===== src/sv/sil_pkg.sv =====
// Shared types and constants for the sorted insertion list.
// No dependencies; every other file imports this package.
`default_nettype none

package sil_pkg;

	localparam int DATA_W = 32;

	// Request opcodes
	localparam logic OP_INSERT = 1'b0;
	localparam logic OP_READ   = 1'b1;

	typedef enum logic [1:0] {
		STAT_INSERTED = 2'd0,
		STAT_FULL     = 2'd1,
		STAT_ENTRY    = 2'd2,
		STAT_EMPTY    = 2'd3
	} status_t;

	typedef enum logic [2:0] {
		S_IDLE,
		S_INS_RD,
		S_INS_CMP,
		S_INS_PUT,
		S_OUT_RD,
		S_OUT_EMIT
	} state_t;

endpackage

`default_nettype wire


===== src/sv/sorted_insertion_list.sv =====
// Top level of the sorted insertion list: sequencer, fill count and result register.
// Depends on sil_pkg, sil_mem and sil_cmp.
//
// Usage
//   A request is taken on a rising edge with start high and busy low. opcode
//   selects insert (value goes in ascending order, ahead of equal values) or
//   read (the whole list comes out in ascending order).
//   Every result appears on status, entry and last for exactly one cycle with
//   strobe high; the receiver cannot stall it, so it must take each one.
//   Insert: one result, inserted or full. The search walks down from the top
//   of the list; each stored value is read from the store, then compared and
//   shifted in the single compare unit, until the new value finds its place
//   or reaches the bottom of the list; a full list is refused without a search.
//   Read: one result per stored value, each fetched through the single read
//   port of the store; an empty list gives one empty result right away.
//   The result register sits after the sequencer, so the strobe of the final
//   result comes in the first cycle with busy low, and a new request may be
//   taken in that same cycle.
//   Reset clears the fill count and sequencer; the store keeps no reset and
//   is never read above the fill count.
`default_nettype none

module sorted_insertion_list import sil_pkg::*; #(
	parameter int CAPACITY = 16
) (
	input  wire logic                     clk,
	input  wire logic                     arst_n,
	input  wire logic                     start,
	output logic                          busy,
	input  wire logic                     opcode,
	input  wire logic signed [DATA_W-1:0] value,
	output logic                          strobe,
	output logic [1:0]                    status,
	output logic signed [DATA_W-1:0]      entry,
	output logic                          last
);

	localparam int AW = (CAPACITY > 1) ? $clog2(CAPACITY) : 1;
	localparam int CW = $clog2(CAPACITY + 1);
	localparam logic [AW-1:0] IDX_ONE = AW'(1);
	localparam logic [CW-1:0] CNT_ONE = CW'(1);
	localparam logic [CW-1:0] CNT_CAP = CW'(CAPACITY);

	state_t state_q, state_d;
	logic [AW-1:0] idx_q, idx_d;
	logic [CW-1:0] fill_q, fill_d;
	logic signed [DATA_W-1:0] val_q, val_d;

	logic strobe_q, strobe_d;
	status_t status_q, status_d;
	logic signed [DATA_W-1:0] entry_q, entry_d;
	logic last_q, last_d;

	// Store port controls
	logic mem_we;
	logic [AW-1:0] mem_waddr, mem_raddr;
	logic signed [DATA_W-1:0] mem_wdata, mem_rdata;
	logic not_smaller;
	logic take;

	sil_mem #(
		.DEPTH(CAPACITY),
		.AW   (AW)
	) u_mem (
		.clk  (clk),
		.we   (mem_we),
		.waddr(mem_waddr),
		.wdata(mem_wdata),
		.raddr(mem_raddr),
		.rdata(mem_rdata)
	);

	sil_cmp u_cmp (
		.stored     (mem_rdata),
		.incoming   (val_q),
		.not_smaller(not_smaller)
	);

	assign busy = (state_q != S_IDLE);
	assign take = start && !busy;

	always_comb begin
		state_d   = state_q;
		idx_d     = idx_q;
		fill_d    = fill_q;
		val_d     = val_q;
		strobe_d  = 1'b0;
		status_d  = status_q;
		entry_d   = '0;
		last_d    = 1'b0;
		mem_we    = 1'b0;
		mem_waddr = idx_q;
		mem_wdata = val_q;
		mem_raddr = idx_q;

		case (state_q)
			S_IDLE: begin
				if (take) begin
					val_d = value;
					if (opcode == OP_INSERT) begin
						if (fill_q >= CNT_CAP) begin
							// List full: refuse at once
							strobe_d = 1'b1;
							status_d = STAT_FULL;
							last_d   = 1'b1;
						end else begin
							// Start at the free slot just above the top entry
							idx_d   = fill_q[AW-1:0];
							state_d = (fill_q == '0) ? S_INS_PUT : S_INS_RD;
						end
					end else begin
						if (fill_q == '0) begin
							strobe_d = 1'b1;
							status_d = STAT_EMPTY;
							last_d   = 1'b1;
						end else begin
							idx_d   = '0;
							state_d = S_OUT_RD;
						end
					end
				end
			end

			S_INS_RD: begin
				// Fetch the entry just below the hole
				mem_raddr = idx_q - IDX_ONE;
				state_d   = S_INS_CMP;
			end

			S_INS_CMP: begin
				mem_we = 1'b1;
				if (not_smaller) begin
					// Shift the stored value up into the hole
					mem_wdata = mem_rdata;
					idx_d     = idx_q - IDX_ONE;
					state_d   = (idx_q == IDX_ONE) ? S_INS_PUT : S_INS_RD;
				end else begin
					// Hole found: drop the new value in
					mem_wdata = val_q;
					fill_d    = fill_q + CNT_ONE;
					strobe_d  = 1'b1;
					status_d  = STAT_INSERTED;
					last_d    = 1'b1;
					state_d   = S_IDLE;
				end
			end

			S_INS_PUT: begin
				mem_we    = 1'b1;
				mem_wdata = val_q;
				fill_d    = fill_q + CNT_ONE;
				strobe_d  = 1'b1;
				status_d  = STAT_INSERTED;
				last_d    = 1'b1;
				state_d   = S_IDLE;
			end

			S_OUT_RD: begin
				mem_raddr = idx_q;
				state_d   = S_OUT_EMIT;
			end

			S_OUT_EMIT: begin
				strobe_d = 1'b1;
				status_d = STAT_ENTRY;
				entry_d  = mem_rdata;
				if ((CW'(idx_q) + CNT_ONE) == fill_q) begin
					last_d  = 1'b1;
					state_d = S_IDLE;
				end else begin
					idx_d   = idx_q + IDX_ONE;
					state_d = S_OUT_RD;
				end
			end

			default: begin
				state_d = S_IDLE;
			end
		endcase
	end

	always_ff @(posedge clk or negedge arst_n) begin
		if (!arst_n) begin
			state_q  <= S_IDLE;
			fill_q   <= '0;
			strobe_q <= 1'b0;
		end else begin
			state_q  <= state_d;
			fill_q   <= fill_d;
			strobe_q <= strobe_d;
		end
	end

	// Payload registers: no reset needed
	always_ff @(posedge clk) begin
		idx_q    <= idx_d;
		val_q    <= val_d;
		status_q <= status_d;
		entry_q  <= entry_d;
		last_q   <= last_d;
	end

	assign strobe = strobe_q;
	assign status = status_q;
	assign entry  = entry_q;
	assign last   = last_q;

	// Fill count stays within the list size
	a_fill_bound: assert property (@(posedge clk) disable iff (!arst_n)
		fill_q <= CNT_CAP)
		else $error("fill count above capacity");

	// A compare always follows a store read
	a_cmp_after_rd: assert property (@(posedge clk) disable iff (!arst_n)
		(state_q == S_INS_CMP) |-> ($past(state_q) == S_INS_RD))
		else $error("compare without preceding read");

	// Status-only results carry zero entry and close the request
	a_status_only: assert property (@(posedge clk) disable iff (!arst_n)
		(strobe_q && (status_q != STAT_ENTRY)) |-> ((entry_q == '0) && last_q))
		else $error("status result malformed");

	// An inserted result comes with exactly one more stored entry
	a_ins_count: assert property (@(posedge clk) disable iff (!arst_n)
		(strobe_q && (status_q == STAT_INSERTED)) |->
		(fill_q == ($past(fill_q) + CNT_ONE)))
		else $error("insert did not grow the list");

endmodule

`default_nettype wire


===== src/sv/sil_mem.sv =====
// Value store of the sorted insertion list: one write port, one registered read port.
// Depends on sil_pkg for the data width.
`default_nettype none

module sil_mem import sil_pkg::*; #(
	parameter int DEPTH = 16,
	parameter int AW    = 4
) (
	input  wire logic                     clk,
	input  wire logic                     we,
	input  wire logic [AW-1:0]            waddr,
	input  wire logic signed [DATA_W-1:0] wdata,
	input  wire logic [AW-1:0]            raddr,
	output logic signed [DATA_W-1:0]      rdata
);

	logic signed [DATA_W-1:0] mem_q [DEPTH];

	always_ff @(posedge clk) begin
		if (we) begin
			mem_q[waddr] <= wdata;
		end
	end

	always_ff @(posedge clk) begin
		rdata <= mem_q[raddr];
	end

endmodule

`default_nettype wire


===== src/sv/sil_cmp.sv =====
// Shared signed compare unit of the sorted insertion list.
// Depends on sil_pkg for the data width.
`default_nettype none

module sil_cmp import sil_pkg::*; (
	input  wire logic signed [DATA_W-1:0] stored,
	input  wire logic signed [DATA_W-1:0] incoming,
	output logic                          not_smaller
);

	// Stored value at or above the new one moves up past it
	assign not_smaller = (stored >= incoming);

endmodule

`default_nettype wire

===== config.mk =====
export PLATFORM = sky130hd
export DESIGN_NAME = sorted_insertion_list
export DESIGN_NICKNAME = d
export VERILOG_FILES = /design/src/sv/sil_pkg.sv /design/src/sv/sorted_insertion_list.sv /design/src/sv/sil_mem.sv /design/src/sv/sil_cmp.sv
export SDC_FILE = /design/constraint.sdc
export NUM_CORES = 1
export LEC_CHECK = 0
export ABC_CLOCK_PERIOD_IN_PS = 3700
export BUFFER_PORTS_ARGS = -buffer_cell sky130_fd_sc_hd__buf_2
export CORE_ASPECT_RATIO = 0.6
export CORE_MARGIN = 4
export CORE_UTILIZATION = 41
export CTS_CLUSTER_SIZE = 24
export DETAILED_ROUTE_END_ITERATION = 8
export PLACE_DENSITY = 0.59
export SYNTH_ARGS = -nofsm -noshare
export SYNTH_HDL_FRONTEND = slang
export SYNTH_SLANG_ARGS = --single-unit

===== constraint.sdc =====
create_clock -name clk -period 3.7 [get_ports clk]
set_clock_uncertainty 0.1 [all_clocks]
set_input_delay 0.185 -clock clk [delete_from_list [all_inputs] [get_ports clk]]
set_output_delay 0.185 -clock clk [all_outputs]
set_load 0.01 [all_outputs]

==> run_results.csv <==
group,metric,value,unit
timing,setup_slack,213,ps
critical_path,critical_path_buf_inv_count,2,
critical_path,worstPathMaxFanout,19,
power_and_ir_drop,comb_power_share,0.351,
critical_path,crit_cells,9,
critical_path,cp_top_family,"simple AND/OR/NAND/NOR gates",
logic_synthesis,synth.area.top_cells,"sky130_fd_sc_hd__edfxtp_1 69%, sky130_fd_sc_hd__mux4_2 15%, sky130_fd_sc_hd__dfxtp_1 5.4%",
logic_synthesis,ys_seq_elements,624,
timing,period_share,0.942,
grt,grt_use_total,0.177,
logic_synthesis,post_synth_instance_area,0.0240,mm²
critical_path,critical_path.cell_chain,"ha_1, nand4_1, nor4_2, buf_4, o31a_1, nand3_1, o311a_2, buf_12, mux2_2",
timing,rsz0062_at_grt,"false",
power_and_ir_drop,vdd_drop_max,0.496,mV
floorplan,start_util,0.416,
cts,cts_buffer_depth,3,
critical_path,setup_crit_start_kind,"flop",
layout,finish.net_count,1377,
floorplan,design.portCount,73,
hold_path,hp-class,"in2reg",
power_and_ir_drop,p_sw_frac,0.303,
power_and_ir_drop,seq_power_share,0.400,
floorplan,dieHeight,196,µm
outcome,outcome,"completed",
grt,global_route.peak_usage_layer,"met2",
power_and_ir_drop,p_int,16400,µW
route,detail_route.vias_per_cell,5.46,
route,drt-wirelength-per-cell,26.0,µm
cts,cts_tree,"built",
floorplan,die_width,321,µm
logic_synthesis,synth.yosys.seq_area_share,0.751,
timing,fmax,287,MHz
logic_synthesis,syn_area_per_cell,21.1,µm²
critical_path,critPathRequiredTime,3910,ps
flow_run,max_cap_viol_count,0,
timing,hold-worst-slack,183,ps
timing,drv_slew,0,
cts,clock_insertion_delay_worst_skew,610,ps
power_and_ir_drop,power.switching,7120,µW
critical_path,setup.worst_path.start,"u_mem.rdata[31]$_DFF_P_",
floorplan,floorplan.die_area,0.0627,mm²
logic_synthesis,post-synth-top-area-fraction,0.687,
cts,clock_tree.root_cell,"sky130_fd_sc_hd__clkbuf_16",
logic_synthesis,post_synth_inst_count,1141,
critical_path,crit-reg2reg-capture,"u_mem.mem_q[2][7]$_DFFE_PP_",
layout,layout.cell_area.non_filler,0.0282,mm²
cts,clock_net_sink_count,624,
critical_path,regToRegStartpoint,"u_mem.rdata[31]$_DFF_P_",
grt,grt_remaining_overflow,0,
cts,h-tree-depth,2,
placement,dp.cells,1977,
timing,fin_setup_tns,0,ps
cts,clk_transition_reported_paths,60,ps
grt,antenna_found_initial,0,
cts,number_of_buffers_added_by_the_clock_tree_synthesis_step,57,
layout,syn2layout_area_growth,17.2,%
grt,grt_first_pass_wirelength,80900,µm
layout,layout.cells.non_filler,2119,
critical_path,timing.critical_path.slowest_stage_cell,"sky130_fd_sc_hd__nor4_2",
critical_path,crit_path_end,"u_mem.mem_q[2][7]$_DFFE_PP_",
placement,placement.cell_area,0.0259,mm²
timing,final_period_minus_worst_setup_slack,3490,ps
hold_path,timing.hold.worst_path_depth,2,
floorplan,core_area,0.0578,mm²
logic_synthesis,syn-num-nets,1216,
grt,grt_pass1_vias,11700,
layout,diodes,0,
critical_path,worst_path_max_stage_delay,510,ps
placement,hpwl,31100,µm
grt,gr-usage-met2,0.277,
critical_path,worstSetupPathType,"reg2reg",
power_and_ir_drop,power.density_cell_area,836,mW/mm²
timing,slew-limit-headroom,0.396,
logic_synthesis,yosysUniqueCellTypes,46,
grt,globalRouteMet1Util,0.263,
critical_path,endpoint_kind,"flop",
timing,timing_worst_slew_pin_value,901,ps
route,route.vias.total,11600,
logic_synthesis,synth_enable_flop_cells,550,
logic_synthesis,postSynth.asyncResetShare,0.0144,
critical_path,worstRegToRegCells,9,
layout,drive_gt1_frac,0.311,
route,overall_routed_net_length,55200,µm
placement,gp_congestion,0.759,
power_and_ir_drop,pwr-share-clk,0.249,
route,antenna_left,0,
grt,grt_start_max_net_pins,36,
route,drt-pass1-iter-count,4,
timing,finalSetupViolations,0,
logic_synthesis,warnings_synthesis,0,
timing,finalHoldViolations,0,
floorplan,placement_rows,68,
critical_path,ff2ff_setup_slack,210,ps
route,initialDrtViolationCount,1055,
power_and_ir_drop,leakage_component_of_the_power,0.00942,µW
placement,port-buffer-count,72,
grt,gr-usage-met3,0.0309,
logic_synthesis,synth_top_area_cell,"sky130_fd_sc_hd__edfxtp_1",
critical_path,worstPathArrival,3700,ps
logic_synthesis,yosys_most_used_dff,"sky130_fd_sc_hd__edfxtp_1",
route,remaining_drc_errors,0,
placement,place_worst_setup_slack,124,ps
-- logic make-up (layout without fill, tap and decap cells) --
logic type | Yosys count | in the layout | share of synthesized area
buffers and inverters | 92 | 300 | 0.0158
AND/OR/NAND/NOR | 127 | 127 | 0.0283
XOR/XNOR | 14 | 14 | 0.00510
multiplexers | 195 | 195 | 0.166
adder cells (fa/ha/maj) | 39 | 39 | 0.0203
flip-flops | 624 | 624 | 0.751
AO/OA/AOI/OAI | 50 | 50 | 0.0133
-- sequential cells by signal (all words and copies together), names as in the netlist --
register	flops
u_mem.mem_q	512
entry	32
fill_q	5
state_q	3
idx_q	4
strobe	1
status	2
val_q	32
u_mem.rdata	32
last	1
-- final cells by class --
class,instances,area (µm²)
fillers,4659,29600
flip-flops and latches,624,18000
multi-input cells,425,5760
clock buffers,78,1550
repair buffers,155,1400
well taps,770,963
clock inverters,28,303
inverters,39,146
-- worst register-to-register path, stage by stage, from the launching register on --
cell and delay, ps:
sky130_fd_sc_hd__dfxtp_1 360, sky130_fd_sc_hd__ha_1 430, sky130_fd_sc_hd__nand4_1 290, sky130_fd_sc_hd__nor4_2 510, sky130_fd_sc_hd__buf_4 220, sky130_fd_sc_hd__o31a_1 280, sky130_fd_sc_hd__nand3_1 110, sky130_fd_sc_hd__o311a_2 230
sky130_fd_sc_hd__buf_12 200, sky130_fd_sc_hd__mux2_2 430
-- Yosys cell counts (all sizes together), types with 3 or more instances --
cell type and count:
edfxtp 550, mux4 160, dfxtp 65, ha 39, inv 39, and2 34, mux2 32, clkbuf 29
buf 24, nor2 24, nand2 20, a21oi 17, o21ai 11, xnor2 11, and3 10, dfrtp 9
nand3 9, nand4 9, nand2b 6, nor3 5, a221o 3, a31oi 3, mux2i 3, nor2b 3
nor4 3, xor2 3
-- placed cells by master, fill, tap and decap left out, types with 17 or more instances in the layout --
cell                            Yosys  final
sky130_fd_sc_hd__nand2_1           20     20
sky130_fd_sc_hd__mux2_2            32     32
sky130_fd_sc_hd__buf_4              4     21
sky130_fd_sc_hd__mux4_2           160    160
sky130_fd_sc_hd__and2_1            34     34
sky130_fd_sc_hd__buf_2             15     72
sky130_fd_sc_hd__clkbuf_16          0     58
sky130_fd_sc_hd__a21oi_1           17     17
sky130_fd_sc_hd__inv_1             38     38
sky130_fd_sc_hd__dfxtp_1           65     65
sky130_fd_sc_hd__buf_12             0     26
sky130_fd_sc_hd__dlygate4sd3_1      0     36
sky130_fd_sc_hd__edfxtp_1         550    550
sky130_fd_sc_hd__clkbuf_1          29     18
sky130_fd_sc_hd__ha_1              39     39
-- per-stage QoR --
step	util	total power, µW
after floorplan	-	15300
after global placement	0.449	17900
after detailed placement	0.449	17900
after CTS	0.487	23800
after global routing	0.487	24700
final	0.487	23500
-- power groups by stage --
stage / registers [µW] / logic (µW) / clock network, µW
final: 9410 / 8260 / 5860
after detailed placement: 9560 / 8350 / 0
after global routing: 9480 / 8940 / 6310
after floorplan: 9370 / 5900 / 0
after global placement: 9550 / 8310 / 0
after CTS: 9410 / 8420 / 6010
-- timing repair --
action,4_1_cts,5_1_grt
hold endpoints to repair,47,0
resized for setup,0,1
setup endpoints to repair,0,215
setup buffers,0,0
hold buffers,36,0
-- routing by layer --
metal / routed length (µm) / up-vias
met2: 25900 / 335
met5: 0 / -
met1: 25200 / 6194
met4: 868 / 0
met3: 3180 / 66
li1: - / 4975
-- worst min path at each step --
| stage | from | endpoint |
|---|---|---|
| finish | value[23] | val_q[23]$_DFFE_PP_ |
| global placement | arst_n | fill_q[2]$_DFFE_PN0P_ |
| detailed placement | arst_n | fill_q[0]$_DFFE_PN0P_ |
| CTS | value[20] | val_q[20]$_DFFE_PP_ |
| global route | value[23] | val_q[23]$_DFFE_PP_ |
| floorplan | arst_n | fill_q[0]$_DFFE_PN0P_ |
Power figures use the tool's default switching activity.
